[config.mk]
export PLATFORM = sky130hd
export DESIGN_NAME = configurable_crc_engine_top
export DESIGN_NICKNAME = d
export VERILOG_FILES = /design/src/sv/ccrc_pkg.sv /design/src/sv/ccrc_cfg.sv /design/src/sv/ccrc_update.sv /design/src/sv/configurable_crc_engine_top.sv
export SDC_FILE = /design/constraint.sdc
export NUM_CORES = 1
export LEC_CHECK = 0
export BUFFER_PORTS_ARGS = -buffer_cell sky130_fd_sc_hd__buf_2
export CAP_MARGIN = 40
export CORE_ASPECT_RATIO = 1.4
export CORE_MARGIN = 1
export CORE_UTILIZATION = 40
export DETAILED_ROUTE_END_ITERATION = 8
export SETUP_SLACK_MARGIN = 0.5
export SKIP_LAST_GASP = 1
export SYNTH_ARGS = -nofsm -noshare
export SYNTH_HDL_FRONTEND = slang
export SYNTH_HIERARCHICAL = 1
export SYNTH_SLANG_ARGS = --single-unit
[constraint.sdc]
create_clock -name clk_i -period 11.3 [get_ports clk_i]
set_input_delay 0 -clock clk_i [delete_from_list [all_inputs] [get_ports clk_i]]
set_output_delay 0 -clock clk_i [all_outputs]
set_load 0.05 [all_outputs]
[src/sv/ccrc_pkg.sv]
// Package for the configurable CRC engine.
// Holds the register indexes, width codes, reset values and the config bundle.
// No dependencies; every other file imports it.
package ccrc_pkg;

  localparam int unsigned CRC_W             = 32;
  localparam int unsigned MAX_CRC_WIDTH_DEF = 32;
  localparam int unsigned CFG_IDX_W         = 3;
  localparam int unsigned WSEL_W            = 2;

  localparam logic [WSEL_W-1:0] WSEL_RESET   = 2'd2;
  localparam logic [CRC_W-1:0]  POLY_RESET   = 32'h04C1_1DB7;
  localparam logic [CRC_W-1:0]  START_RESET  = 32'hFFFF_FFFF;
  localparam logic [CRC_W-1:0]  OXOR_RESET   = 32'hFFFF_FFFF;

  typedef enum logic [CFG_IDX_W-1:0] {
    REG_WIDTH_SELECT   = 3'd0,
    REG_GENERATOR_POLY = 3'd1,
    REG_START_VALUE    = 3'd2,
    REG_OUTPUT_XOR     = 3'd3,
    REG_REFLECT_INPUT  = 3'd4,
    REG_REFLECT_OUTPUT = 3'd5
  } cfg_reg_e;

  typedef enum logic [WSEL_W-1:0] {
    WSEL_8  = 2'd0,
    WSEL_16 = 2'd1,
    WSEL_32 = 2'd2
  } width_sel_e;

  typedef struct packed {
    logic [WSEL_W-1:0] width_sel;
    logic [CRC_W-1:0]  poly;
    logic [CRC_W-1:0]  start;
    logic [CRC_W-1:0]  oxor;
    logic              refl_in;
    logic              refl_out;
  } cfg_t;

endpackage

[src/sv/ccrc_cfg.sv]
// Configuration register file of the CRC engine.
// Depends on ccrc_pkg for register indexes, reset values and cfg_t.
module ccrc_cfg import ccrc_pkg::*; (
  input  logic                 clk_i,
  input  logic                 rst_ni,
  input  logic                 cfg_we_i,
  input  logic [CFG_IDX_W-1:0] cfg_idx_i,
  input  logic [CRC_W-1:0]     cfg_wdata_i,
  output cfg_t                 cfg_o
);

  cfg_t cfg_q, cfg_d;

  always_comb begin
    cfg_d = cfg_q;
    if (cfg_we_i) begin
      case (cfg_reg_e'(cfg_idx_i))
        REG_WIDTH_SELECT:   cfg_d.width_sel = cfg_wdata_i[WSEL_W-1:0];
        REG_GENERATOR_POLY: cfg_d.poly      = cfg_wdata_i;
        REG_START_VALUE:    cfg_d.start     = cfg_wdata_i;
        REG_OUTPUT_XOR:     cfg_d.oxor      = cfg_wdata_i;
        REG_REFLECT_INPUT:  cfg_d.refl_in   = cfg_wdata_i[0];
        REG_REFLECT_OUTPUT: cfg_d.refl_out  = cfg_wdata_i[0];
        default:            cfg_d = cfg_q;
      endcase
    end
  end

  always_ff @(posedge clk_i or negedge rst_ni) begin
    if (!rst_ni) begin
      cfg_q.width_sel <= WSEL_RESET;
      cfg_q.poly      <= POLY_RESET;
      cfg_q.start     <= START_RESET;
      cfg_q.oxor      <= OXOR_RESET;
      cfg_q.refl_in   <= 1'b1;
      cfg_q.refl_out  <= 1'b1;
    end else begin
      cfg_q <= cfg_d;
    end
  end

  assign cfg_o = cfg_q;

endmodule

[src/sv/ccrc_update.sv]
// One-byte CRC update and checksum finishing logic, purely combinational.
// Depends on ccrc_pkg for cfg_t, width codes and CRC_W.
module ccrc_update import ccrc_pkg::*; #(
  parameter int unsigned MaxW = MAX_CRC_WIDTH_DEF
) (
  input  cfg_t              cfg_i,
  input  logic              start_i,
  input  logic [MaxW-1:0]   acc_i,
  input  logic [7:0]        data_i,
  output logic [MaxW-1:0]   acc_o,
  output logic [CRC_W-1:0]  chk_o
);

  localparam int unsigned WW = $clog2(MaxW + 1);
  localparam int unsigned IW = $clog2(MaxW);

  logic [5:0]      raw_w;
  logic [WW-1:0]   w;
  logic [MaxW-1:0] mask;
  logic [MaxW-1:0] poly;
  logic [IW-1:0]   top;
  logic [WW-1:0]   byte_sh;
  logic [7:0]      data_r;
  logic [MaxW-1:0] crc;
  logic [MaxW-1:0] crc_rev;
  logic [MaxW-1:0] fin;

  always_comb begin
    case (width_sel_e'(cfg_i.width_sel))
      WSEL_8:  raw_w = 6'd8;
      WSEL_16: raw_w = 6'd16;
      WSEL_32: raw_w = 6'd32;
      default: raw_w = 6'd32;
    endcase
    w = (raw_w > 6'(MaxW)) ? WW'(MaxW) : WW'(raw_w);
  end

  always_comb begin
    for (int i = 0; i < MaxW; i++) begin
      mask[i] = (WW'(i) < w);
    end
  end

  assign poly    = cfg_i.poly[MaxW-1:0] & mask;
  assign top     = IW'(w - WW'(1));
  assign byte_sh = w - WW'(8);

  always_comb begin
    for (int i = 0; i < 8; i++) begin
      data_r[i] = cfg_i.refl_in ? data_i[7-i] : data_i[i];
    end
  end

  // Direct (non-augmenting) update, eight shift/XOR steps.
  always_comb begin
    logic fb;
    fb  = 1'b0;
    crc = (start_i ? cfg_i.start[MaxW-1:0] : acc_i) & mask;
    crc = crc ^ (MaxW'(data_r) << byte_sh);
    for (int k = 0; k < 8; k++) begin
      fb  = crc[top];
      crc = (crc << 1) & mask;
      if (fb) begin
        crc = crc ^ poly;
      end
    end
  end

  assign acc_o = crc;

  // Reverse over the full register, then realign to the selected width.
  always_comb begin
    for (int i = 0; i < MaxW; i++) begin
      crc_rev[i] = crc[MaxW-1-i];
    end
  end

  assign fin   = ((cfg_i.refl_out ? (crc_rev >> (WW'(MaxW) - w)) : crc)
                  ^ cfg_i.oxor[MaxW-1:0]) & mask;
  assign chk_o = CRC_W'(fin);

endmodule

[src/sv/configurable_crc_engine_top.sv]
// Configurable CRC engine, byte-wide, parameterized width/poly/init/xor/reflection.
// Output: the checksum is registered when the last byte of a message leaves the input register.
// Throughput: one byte per cycle unless a last byte waits on a stalled checksum; the one-byte
// update between the input register and the accumulator register sets that figure.
// Reset: asynchronous, active low; clears both pipeline valids, the message
// state and the accumulator, and loads the configuration defaults.
module configurable_crc_engine_top import ccrc_pkg::*; #(
  parameter int unsigned MAX_CRC_WIDTH = MAX_CRC_WIDTH_DEF
) (
  input  logic                 clk_i,
  input  logic                 rst_ni,
  input  logic                 cfg_we_i,
  input  logic [CFG_IDX_W-1:0] cfg_idx_i,
  input  logic [CRC_W-1:0]     cfg_wdata_i,
  input  logic                 s_axis_tvalid,
  output logic                 s_axis_tready,
  input  logic [7:0]           s_axis_tdata,   // [7:0] data_byte
  input  logic                 s_axis_tlast,
  output logic                 m_axis_tvalid,
  input  logic                 m_axis_tready,
  output logic [CRC_W-1:0]     m_axis_tdata    // [31:0] checksum
);

  cfg_t                   cfg;
  logic                   in_vld_q;
  logic [7:0]             in_data_q;
  logic                   in_last_q;
  logic                   mid_q;
  logic [MAX_CRC_WIDTH-1:0] acc_q;
  logic [MAX_CRC_WIDTH-1:0] acc_d;
  logic [CRC_W-1:0]       chk_d;
  logic                   out_vld_q;
  logic [CRC_W-1:0]       out_data_q;
  logic                   out_free;
  logic                   consume;
  logic                   in_take;

  ccrc_cfg u_cfg (
    .clk_i       (clk_i),
    .rst_ni      (rst_ni),
    .cfg_we_i    (cfg_we_i),
    .cfg_idx_i   (cfg_idx_i),
    .cfg_wdata_i (cfg_wdata_i),
    .cfg_o       (cfg)
  );

  ccrc_update #(.MaxW(MAX_CRC_WIDTH)) u_update (
    .cfg_i   (cfg),
    .start_i (!mid_q),
    .acc_i   (acc_q),
    .data_i  (in_data_q),
    .acc_o   (acc_d),
    .chk_o   (chk_d)
  );

  assign out_free      = !out_vld_q || m_axis_tready;
  assign consume       = in_vld_q && (!in_last_q || out_free);
  assign s_axis_tready = !in_vld_q || consume;
  assign in_take       = s_axis_tvalid && s_axis_tready;

  always_ff @(posedge clk_i or negedge rst_ni) begin
    if (!rst_ni) begin
      in_vld_q  <= 1'b0;
      out_vld_q <= 1'b0;
      mid_q     <= 1'b0;
      acc_q     <= '0;
    end else begin
      if (s_axis_tready) begin
        in_vld_q <= s_axis_tvalid;
      end
      if (consume) begin
        acc_q <= acc_d;
        mid_q <= !in_last_q;
      end
      if (consume && in_last_q) begin
        out_vld_q <= 1'b1;
      end else if (m_axis_tready) begin
        out_vld_q <= 1'b0;
      end
    end
  end

  always_ff @(posedge clk_i) begin
    if (in_take) begin
      in_data_q <= s_axis_tdata;
      in_last_q <= s_axis_tlast;
    end
    if (consume && in_last_q) begin
      out_data_q <= chk_d;
    end
  end

  assign m_axis_tvalid = out_vld_q;
  assign m_axis_tdata  = out_data_q;

endmodule

Yosys cells after proc, flatten, opt, wreduce, memory -nomap -nowiden
Cells that the tools add are included.
{"block": "word_totals", "regBits": 176, "in_bits": 49, "out_inout_bits": 34, "mem_bits_ro": 0, "latchBits": 0, "mem_bits_rw": 0, "memories": 0, "wordCells": 135}
{"block": "op_classes", "add_sub_neg": 3, "shifts": 2, "n_bitwise": 21, "div": 0, "multipliers": 0, "eq_ne": 6, "magnitude_cmp": 34, "n_reduce_logical": 18, "mux": 38}
{"cell": "$and A32 B32 Y32", "n": 11}
{"cell": "$mux W32", "n": 10}
{"cell": "$xor A32 B32 Y32", "n": 10}
{"cell": "$lt A5 B6 Y1 const A", "n": 16}
{"cell": "$lt A4 B6 Y1 const A", "n": 8}
{"cell": "$bmux W1 S5", "n": 8}
{"cell": "$shl A8 B6 Y32", "n": 1}
{"cell": "$shr A32 B6 Y32", "n": 1}
{"cell": "$lt A3 B6 Y1 const A", "n": 4}
{"cell": "$mux W1", "n": 18}
{"cell": "$lt A1 B6 Y1 const A", "n": 2}
{"cell": "$lt A2 B6 Y1 const A", "n": 2}
{"cell": "$pmux W6 S2", "n": 1}
{"cell": "$reduce_and A2 Y1", "n": 6}
{"cell": "$eq A3 B2 Y1 const B", "n": 2}
{"cell": "$eq A3 B3 Y1 const B", "n": 2}
{"cell": "$gt A6 B6 Y1 const B", "n": 1}
{"cell": "$lt A5 B6 Y1 const B", "n": 1}
{"cell": "$mux W6", "n": 1}
{"cell": "$sub A6 B4 Y6 const B", "n": 1}
{"cell": "$sub A6 B6 Y6 const A", "n": 1}
{"cell": "$sub A5 B1 Y5 const B", "n": 1}
{"cell": "$eq A3 B1 Y1 const B", "n": 1}
{"cell": "$logic_and A1 B1 Y1", "n": 3}
{"cell": "6 further kinds", "n": 10}

Longest topological paths before layout
Gate-level depths: netlist (run 1).
{"block": "depth", "word_depth": 35, "ltp_mapped": 38, "depth_no_buf": 27}

By module
The synthesis (run 1) kept the hierarchy.
{"module": "ccrc_update", "seq_area_each_um2": 0.0, "instances": 1, "area_per_inst_um2": 8446.9, "cells_each": 1248}
{"module": "ccrc_cfg", "seq_area_each_um2": 2603.7, "instances": 1, "area_per_inst_um2": 4201.5, "cells_each": 217}
{"module": "configurable_crc_engine_top", "seq_area_each_um2": 2107.0, "instances": 1, "area_per_inst_um2": 2697.6, "cells_each": 125}

Worst setup path before layout (run 1)
No wires, ideal clock.
{"block": "synth_path", "kind": "register -> register", "startpoint": "register u_cfg.cfg_q (netlist bit u_cfg/cfg_o[99])", "endpoint": "register out_data_q[9], in the netlist m_axis_tdata[9] (data pin)", "stages_incl_launch_ff": 38, "path_buffers": 11, "slack_ns": 1.775, "arrival_time_ns": 9.270, "setup_time_ns": 0.254, "required_time_ns": 11.046, "period_less_slack_ns": 9.525, "cell_sequence": "dfstp_2 -> nor2_2 -> inv_2 -> buf_2 -> buf_1 -> clkbuf_1 -> buf_1 -> clkbuf_1 -> buf_1 -> clkbuf_1 -> ha_1 -> xor2_1 -> clkbuf_1 -> nor3_1 -> xnor3_1 -> a22oi_1 -> mux2i_1 -> and3_1 -> (+2 left out) -> a311o_1 -> and3_1 -> buf_2 -> o2111ai_2 -> nand2_2 -> nor3_1 -> mux2_2 -> a311o_1 -> a21oi_1 -> o211a_4 -> mux2i_4 -> buf_6 -> buf_6 -> a21oi_1 -> xnor2_1 -> a2111oi_1 -> nor3_1 -> o21a_1"}
{"block": "synth_via", "elab_chain_len": 35, "word_cells_on_any_way": 88, "cone_classes": "add/sub: 3; order compare: 33; eq/ne: 1; shift: 2; mux: 27; bitwise: 21; reduce/logical: 1"}
{"element": "from (decl)", "line_no": "ccrc_cfg.sv:12", "text": "cfg_t cfg_q, cfg_d;"}
{"element": "from (signal assigned)", "line_no": "ccrc_cfg.sv:38", "text": "cfg_q <= cfg_d;"}
{"element": "$eq A2 B1 Y1 / $logic_not A2 Y1 (equally long branches)", "line_no": "ccrc_update.sv:29", "text": "case (width_sel_e'(cfg_i.width_sel))"}
{"element": "$pmux W6 S2 (*)", "line_no": "ccrc_update.sv:29"}
{"element": "$gt A6 B6 Y1", "line_no": "ccrc_update.sv:35", "text": "w = (raw_w > 6'(MaxW)) ? WW'(MaxW) : WW'(raw_w);"}
{"element": "$mux W6 (*)", "line_no": "ccrc_update.sv:35"}
{"element": "$sub A6 B4 Y6 (tied with other cells)", "line_no": "ccrc_update.sv:46", "text": "assign byte_sh = w - WW'(8);"}
{"element": "$shl A8 B6 Y32 / $and A32 B32 Y32 (equally long branches)", "line_no": "ccrc_update.sv:59, ccrc_update.sv:58"}
{"element": "$xor A32 B32 Y32", "line_no": "ccrc_update.sv:59", "text": "crc = crc ^ (MaxW'(data_r) << byte_sh);"}
{"element": "$bmux W1 S5 / $and A32 B32 Y32 (equally long branches)", "line_no": "ccrc_update.sv:61, ccrc_update.sv:62"}
{"element": "(+20 left out)"}
{"element": "$bmux W1 S5 / $and A32 B32 Y32 (equally long branches)", "line_no": "ccrc_update.sv:61, ccrc_update.sv:62"}
{"element": "$mux W1 (not written as such) / $xor A32 B32 Y32 (equally long branches)", "line_no": "ccrc_update.sv:61, ccrc_update.sv:64"}
{"element": "$mux W32", "line_no": "ccrc_update.sv:63", "text": "if (fb) begin"}
{"element": "$shr A32 B6 Y32", "line_no": "ccrc_update.sv:78", "text": "assign fin = ((cfg_i.refl_out ? (crc_rev >> (WW'(MaxW) - w)) : crc)"}
{"element": "$mux W32", "line_no": "ccrc_update.sv:78"}
{"element": "$xor A32 B32 Y32", "line_no": "ccrc_update.sv:79", "text": "^ cfg_i.oxor[MaxW-1:0]) & mask;"}
{"element": "$and A32 B32 Y32 (*)", "line_no": "ccrc_update.sv:79"}
{"element": "net chk_d[9]", "line_no": "configurable_crc_engine_top.sv:31", "text": "logic [CRC_W-1:0] chk_d;"}
{"element": "to (signal assigned)", "line_no": "configurable_crc_engine_top.sv:89", "text": "out_data_q <= chk_d;"}
{"element": "to (decl)", "line_no": "configurable_crc_engine_top.sv:33", "text": "logic [CRC_W-1:0] out_data_q;"}
The timed path passes the listed nets; every way through them passes the cells marked *. The select of a mux whose other input is x is not followed.
A chain may end at the register's enable or synchronous reset.

Final worst setup path (run 1)
{"block": "layout_path", "startpoint": "register u_cfg.cfg_q (netlist bit u_cfg/cfg_o[99])", "endpoint": "register out_data_q[2], in the netlist m_axis_tdata[2] (data pin)"}
The elaborated chain is that of the path after synthesis.

==> results of run 1 <==
==> flip-flops by register name, indices dropped and copies added, names as in the netlist <==
signal,count
u_cfg/cfg_o,100
acc_q,32
m_axis_tdata,32
in_data_q,8
in_last_q,1
in_vld_q,1
m_axis_tvalid,1
mid_q,1
==> worst paths after layout <==
check / start / endpoint / depth (start not counted)
min reg2reg: acc_q[20]$_DFFE_PN0P_ / acc_q[20]$_DFFE_PN0P_ / 1
min in group asynchronous: rst_ni / acc_q[21]$_DFFE_PN0P_ / 2
max: u_cfg/cfg_o[99]$_DFFE_PN1P_ / m_axis_tdata[2]$_DFFE_PP_ / 29
max reg2reg: u_cfg/cfg_o[99]$_DFFE_PN1P_ / m_axis_tdata[2]$_DFFE_PP_ / 29
min: cfg_wdata_i[1] / u_cfg/cfg_o[99]$_DFFE_PN1P_ / 2
max in group asynchronous: rst_ni / u_cfg/cfg_o[93]$_DFFE_PN0P_ / 3
==> synthesized netlist by cell type, drive strengths merged, types with 13 or more instances <==
| cell | instances | area [µm²] |
|---|---|---|
| mux2 | 145 | 1971 |
| buf | 43 | 400.4 |
| and2 | 19 | 118.9 |
| and3 | 18 | 112.6 |
| nand2 | 207 | 782.0 |
| o21ai | 30 | 157.7 |
| dfstp | 81 | 2128 |
| nand3 | 45 | 230.2 |
| nor2 | 102 | 385.4 |
| a211oi | 13 | 125.1 |
| dfrtp | 54 | 1351 |
| a2111oi | 27 | 427.9 |
| xor2 | 65 | 569.3 |
| o211ai | 19 | 152.6 |
| clkbuf | 67 | 260.3 |
| inv | 43 | 161.4 |
| nor3 | 30 | 186.4 |
| xnor2 | 216 | 1899 |
| a21oi | 49 | 245.2 |
| mux2i | 66 | 701.9 |
| edfxtp | 41 | 1231 |
==> through the flow <==
step / hold slack [ns] / setup WS (ns) / cell area [µm²] / instances / utilization [%]
2_1_floorplan: -0.2956 / 1.775 / 15350 / 1590 / -
3_3_place_gp: 0.06622 / 1.340 / 16030 / 2076 / 42.48
3_5_place_dp: 0.06461 / 1.330 / 16080 / 2083 / 42.62
4_1_cts: 0.008916 / 1.308 / 17190 / 2163 / 45.55
5_1_grt: 0.01205 / 0.7103 / 17190 / 2163 / 45.55
6_report: 0.03224 / 1.142 / 17190 / 2163 / 45.55
==> layout make-up <==
cell class              instances  area [µm²]  share of cell area (%)
multi-input cells            1259        9833                   57.22
repair buffers                178        1257                   7.317
flip-flops and latches        176        4711                   27.41
clock inverters                11       151.4                  0.8810
inverters                      45       168.9                  0.9829
clock buffers                  21       471.7                   2.745
well taps                     473       591.8                   3.444
==> per-layer routing <==
| metal | vias up | part of all wire [%] |
|---|---|---|
| met5 | - | 0 |
| met4 | 0 | 6.3 |
| met3 | 156 | 5.3 |
| met2 | 527 | 48 |
| met1 | 6364 | 40 |
| li1 | 5783 | - |
==> worst max-delay path: cells and delay by family, from the launching register on <==
| kind | cells | cell delay, ns |
|---|---|---|
| AO/OA/AOI/OAI | 11 | 3.46 |
| adder cells (fa/ha/maj) | 1 | 0.29 |
| buffers and inverters | 4 | 1.32 |
| XOR/XNOR | 6 | 1.78 |
| flip-flops | 1 | 0.61 |
| multiplexers | 1 | 0.60 |
| AND/OR/NAND/NOR | 6 | 1.82 |
==> cells by family (layout without fill, tap and decap cells) <==
family,after synthesis,in the layout
buf+inv,155,255
flops,176,176
simple gates,507,507
xor+xnor,284,284
mux,213,213
compound gates,253,253
fa+ha+maj,2,2
==> results.txt, run 1 <==
----------------------------------------------------
[Yosys]
  Largest family of logic cells by synthesized area ... multiplexers
  Number of flip-flops and latches in the synthesized netlist ... 176
  EDFF count, synth ... 41
  Library cells used by synthesis ... 113
  Syn Nets ... 1641
  Average size of a mapped cell ... 9.652 µm²
  Synthesized netlist cell count ... 1590
  Post-synth top flop ... dfstp_2
  Post-Synth XOR/XNOR Area ... 16.53%
  Share of the synthesized area in compound gates (AO/OA/AOI/OAI) ... 13.65%
  Part of the Yosys area used for sequential elements ... 30.70%
  Yosys Warn Count ... 6
  Multiplexer fraction of the synthesized cell area ... 17.71%
  Mapped Area ... 15350 µm²
  Async SR Flop Fraction ... 76.70%
  Adder-cell share of the synthesized area ... 0.1631%
  Synth Area in Simple Gates ... 15.85%

[Detailed routing]
  Post-detailed-route wirelength per cell ... 26.62 µm
  Count of routing violations after the opening detailed-route iteration ... 1046
  Remaining routing DRC violations ... 0
  Iteration count of the initial detailed-routing pass ... 5
  Remaining antenna violation count ... 0
  Routed wire length ... 57590 µm
  Routed via count divided by cell count ... 5.932
  Vias ... 12830

[Clocking]
  Count of instances resized after the clock tree is built ... 0
  CTS tree ... done
  H-tree Lvls ... 4
  Cell at the root of the clock tree ... clkbuf_16
  Clock latency reported for the late side of the worst-skew pair ... 0.45 ns
  Clock slew seen by the registers of the worst setup and hold paths ... 0.07 ns
  Setup fix buffers added after clock tree synthesis ... 0
  Count of hold-fix buffers inserted at cts ... 48
  Clock tree buffer depth ... 2
  Number of CTS-inserted buffers ... 17
  Clk sink count ... 176

[Worst setup path]
  Dominant cell type by count on the critical path ... xor2_1
  Arrival time at the worst endpoint ... 10.33 ns
  Worst stage delay on the critical path ... 0.61 ns
  Peak fanout along the critical path ... 37
  Required time worst endpoint ... 11.47 ns
  Reg-to-reg slack, setup ... 1.14 ns
  Crit-path slowest cell ... dfstp_2
  Startpoint Class ... flop
  Worst Path Class, Setup ... flop to flop
  Endpoint type of the worst setup path ... flop

[Placed design]
  DP HPWL ... 42320 µm
  Gpl congestion ... 0.9693
  Total of buffers placed on input and output ports ... 82

[STA]
  Achievable Freq ... 98.44 MHz
  RSZ-0062 raised after global routing ... no
  Tmin final ... 10.16 ns
  Final hold violation count ... 0
  Final TNS setup ... 0 ns
  Max transition margin ... 35.82%
  Worst Tran Pin Value ... 0.9359 ns
  Final worst clock skew ... 0.01523 ns
  Final count of negative-setup-slack endpoints ... 0
  Post-route fraction of the period consumed by the critical path ... 89.90%
  Number of max-slew violations in the final report ... 0

[Floorplanning]
  Die outline width ... 167.5 µm
  Row Count ... 84
  Count of boundary I/O pins ... 83
  Initial core utilization ... 40.67%
  Die outline height ... 233.8 µm
  Core Footprint ... 37730 µm²
  Die area ... 39160 µm²

[Global route]
  Global-route track usage on met2 ... 50.46%
  Grt ovf ... 0
  Number of global-route vias before repair ... 12590
  Met3 track demand over resource in global routing ... 3.308%
  Antenna violations before repair ... 0
  M1 GR Usage ... 36.17%
  Wire length of the first global-routing pass ... 84280 µm
  GRT Total Usage ... 29.64%
  Maximum number of pins on one net before global-route repair ... 75
  Layer with the highest usage after global routing ... met2

[Final layout]
  Total of fill cells in the finished design ... 3575
  Antenna diode count ... 0
  Most common library cell in the layout ignoring fill and taps ... xnor2_1
  Syn-to-layout area delta ... 11.99%
  Number of nets in the final layout ... 1728
  Share of cells above drive strength 1 ... 26.86%
  Most used cells in the layout excluding fill and tap cells ... xnor2_1 (215), nand2_1 (205), nor2_1 (99)

[Run]
  Max-capacitance violation count ... 0

[Worst hold path]
  Path category of the worst min-delay check ... primary input to flop

[Status]
  Outcome ... finished clean

----------------------------------------------------
Power of run 1 is left out: the tool's default activity adds up to more than one toggle a clock period on the data nets, which glitch-free logic cannot reach.
==> run 2, diff against run 1 <==
--- a/config.mk
+++ b/config.mk
@@ -7,7 +7,7 @@
 export LEC_CHECK = 0
 export BUFFER_PORTS_ARGS = -buffer_cell sky130_fd_sc_hd__buf_2
 export CAP_MARGIN = 40
-export CORE_ASPECT_RATIO = 1.4
+export CORE_ASPECT_RATIO = 0.7
 export CORE_MARGIN = 1
 export CORE_UTILIZATION = 40
 export DETAILED_ROUTE_END_ITERATION = 8
==> results.txt, run 2 (synthesis results as in run 1) <==
----------------------------------------------------
[Final layout]
  Syn-to-layout area delta ... 12.15%
  Share of cells above drive strength 1 ... 27.07% (+0.21 points)
  Antenna diode count ... 0 (unchanged)
  Number of nets in the final layout ... 1726 (-0.12%)
  Most common library cell in the layout ignoring fill and taps ... xnor2_1
  Total of fill cells in the finished design ... 3594 (+0.53%)
  Most used cells in the layout excluding fill and tap cells ... xnor2_1 (215), nand2_1 (205), nor2_1 (99)
  Flip-flop count of the largest register after layout ... 100 (unchanged)
  FF+latch area ... 4711 µm² (unchanged)
  Multi-input logic area ... 9833 µm² (unchanged)

[Global route]
  Grt ovf ... 0 (unchanged)
  Wire length of the first global-routing pass ... 83220 µm (-1.3%)
  Antenna violations before repair ... 0 (unchanged)
  GRT Total Usage ... 28.70% (-0.94 points)
  Maximum number of pins on one net before global-route repair ... 64 (-15%)
  Number of global-route vias before repair ... 12260 (-2.6%)

[STA]
  Achievable Freq ... 97.23 MHz (-1.2%)
  Number of max-slew violations in the final report ... 0 (unchanged)
  Final hold violation count ... 0 (unchanged)
  Post-route fraction of the period consumed by the critical path ... 91.02% (+1.1 points)
  RSZ-0062 raised after global routing ... no
  Final count of negative-setup-slack endpoints ... 0 (unchanged)
  Worst Tran Pin Value ... 0.9366 ns (+0.0007138 ns)
  Final worst clock skew ... 0.01562 ns (+0.0003823 ns)
  Max transition margin ... 35.77% (-0.049 points)
  Final TNS setup ... 0 ns (unchanged)
  Tmin final ... 10.29 ns (+0.1267 ns)

[Worst setup path]
  Endpoint type of the worst setup path ... flop
  Worst reg2reg path endpoint ... m_axis_tdata[2]$_DFFE_PP_
  Startpoint Class ... flop
  Required time worst endpoint ... 11.48 ns (about the same)
  Arrival time at the worst endpoint ... 10.47 ns (+0.14 ns)
  Critical R2R Launch ... u_cfg/cfg_o[99]$_DFFE_PN1P_
  Crit path capture ... m_axis_tdata[2]$_DFFE_PP_
  Worst Path Class, Setup ... flop to flop
  Critical path origin ... u_cfg/cfg_o[99]$_DFFE_PN1P_
  Reg-to-reg slack, setup ... 1.01 ns (-0.13 ns)
  Length in cells of the worst reg-to-reg path ... 27 (-6.9%)
  Peak fanout along the critical path ... 34 (-8.1%)

[Clocking]
  Clock tree buffer depth ... 2 (unchanged)
  H-tree Lvls ... 4 (unchanged)
  Number of CTS-inserted buffers ... 17 (unchanged)
  Clock slew seen by the registers of the worst setup and hold paths ... 0.07 ns (about the same)
  Cell at the root of the clock tree ... clkbuf_16
  Clk sink count ... 176 (unchanged)
  CTS tree ... done
  Count of instances resized after the clock tree is built ... 0 (unchanged)
  Setup fix buffers added after clock tree synthesis ... 0 (unchanged)
  Clock latency reported for the late side of the worst-skew pair ... 0.45 ns (about the same)

[Floorplanning]
  Initial core utilization ... 40.92% (+0.25 points)
  Die outline width ... 236.1 µm (+41%)
  Count of boundary I/O pins ... 83 (unchanged)
  Die outline height ... 165.9 µm (-29%)
  Row Count ... 59 (-30%)
  Die area ... 39160 µm² (about the same)
  Core Footprint ... 37500 µm² (-0.61%)

[Detailed routing]
  WL met2 ... 22990 µm (-17%)
  Met3 layer wire length in the routed design ... 6339 µm (+110%)
  Routed wire length ... 56810 µm (-1.3%)
  Uppermost layer routed ... met4
  Remaining antenna violation count ... 0 (unchanged)
  Remaining routing DRC violations ... 0 (unchanged)
  Iteration count of the initial detailed-routing pass ... 5 (unchanged)
  Vias ... 13050 (+1.7%)
  Post-detailed-route wirelength per cell ... 26.11 µm (-1.9%)
  Met1 Wirelength ... 26170 µm (+13%)
  Routed via count divided by cell count ... 5.999 (+1.1%)
  Count of routing violations after the opening detailed-route iteration ... 1782 (+70%)

[Placed design]
  Total of buffers placed on input and output ports ... 82 (unchanged)
  DP HPWL ... 41820 µm (-1.2%)
  Gpl congestion ... 0.9839 (+1.5%)

[Worst hold path]
  Path category of the worst min-delay check ... primary input to flop

[Run]
  Max-capacitance violation count ... 0 (unchanged)

[Status]
  Outcome ... finished clean

----------------------------------------------------
## run 2: cell count changes in the layout (fill, tap and decap cells not counted), sizes merged
| cell | previous run | this run |
|---|---|---|
| buf | 129 | 131 |
| clkdlybuf4s15 | 1 | 0 |
| bufinv | 3 | 1 |
| clkbuf | 21 | 18 |
| dlygate4sd3 | 48 | 45 |
| inv | 46 | 48 |
| clkinv | 6 | 9 |
## run 2: metal layers
| layer | GRT usage (%) | vias to the layer above |
|---|---|---|
| met5 | 0 | - |
| met4 | 7.587 | 0 |
| met3 | 6.882 | 73 |
| met2 | 39.48 | 721 |
| met1 | 43.94 | 6481 |
| li1 | - | 5779 |
## run 2: metrics by stage
| stage | instances | area, µm² | hold slack [ns] | utilization (%) | setup slack (ns) |
|---|---|---|---|---|---|
| 6_report | 2176 | 17210 | 0.02582 | 45.89 | 1.015 |
| 5_1_grt | 2176 | 17210 | 0.0005075 | 45.89 | 0.6291 |
| 4_1_cts | 2176 | 17210 | 0.01206 | 45.89 | 1.424 |
| 3_5_place_dp | 2099 | 16150 | 0.01394 | 43.07 | 1.448 |
| 3_3_place_gp | 2093 | 16080 | 0.01034 | 42.87 | 1.489 |
| 2_1_floorplan | 1590 | 15350 | -0.2956 | - | 1.775 |
## run 2: area by class of cell
type                    count  share of cell area, %
multi-input cells        1259                  57.14
well taps                 488                  3.548
clock inverters            14                  1.032
clock buffers              18                  2.494
repair buffers            176                  7.437
inverters                  45                 0.9815
flip-flops and latches    176                  27.37
## run 2: critical path, cell delays in order, from the launching register on
cell and delay (ns):
dfstp_2 0.60, nor2_4 0.05, inv_2 0.53, ha_2 0.51
buf_4 0.25, inv_1 0.56, a21oi_1 0.27, or4_1 0.55
nand3_1 0.14, o21ai_0 0.13, a211oi_2 0.54, a211oi_1 0.13
xnor2_1 0.47, o21ai_0 0.19, a21boi_1 0.46, o21bai_2 0.23
nor3_1 0.21, mux2_2 0.38, a311o_1 0.40, a21oi_1 0.67
buf_4 0.28, o21a_1 0.57, mux4_2 0.59, nand2_1 0.09
xor2_1 0.50, a221oi_1 0.25, a221oi_2 0.36, xor2_1 0.11
## run 2: what timing repair did
item                                   4_1_cts  5_1_grt
hold buffers                                45        0
setup endpoints to repair                    0        0
endpoints found under the hold margin      170        0
## run 2: worst min path at each step
stage	cells past startpoint	from	to	slack [ns]
2_1_floorplan	0	rst_ni	acc_q[0]$_DFFE_PN0P_	-0.30
3_3_place_gp	1	rst_ni	u_cfg/cfg_o[94]$_DFFE_PN0P_	0.01
3_5_place_dp	1	rst_ni	u_cfg/cfg_o[94]$_DFFE_PN0P_	0.01
4_1_cts	2	cfg_wdata_i[1]	u_cfg/cfg_o[67]$_DFFE_PN1P_	0.01
5_1_grt	2	cfg_wdata_i[1]	u_cfg/cfg_o[67]$_DFFE_PN1P_	0.0005
6_report	2	cfg_wdata_i[1]	u_cfg/cfg_o[67]$_DFFE_PN1P_	0.03
Power of run 2 is left out for the same reason.
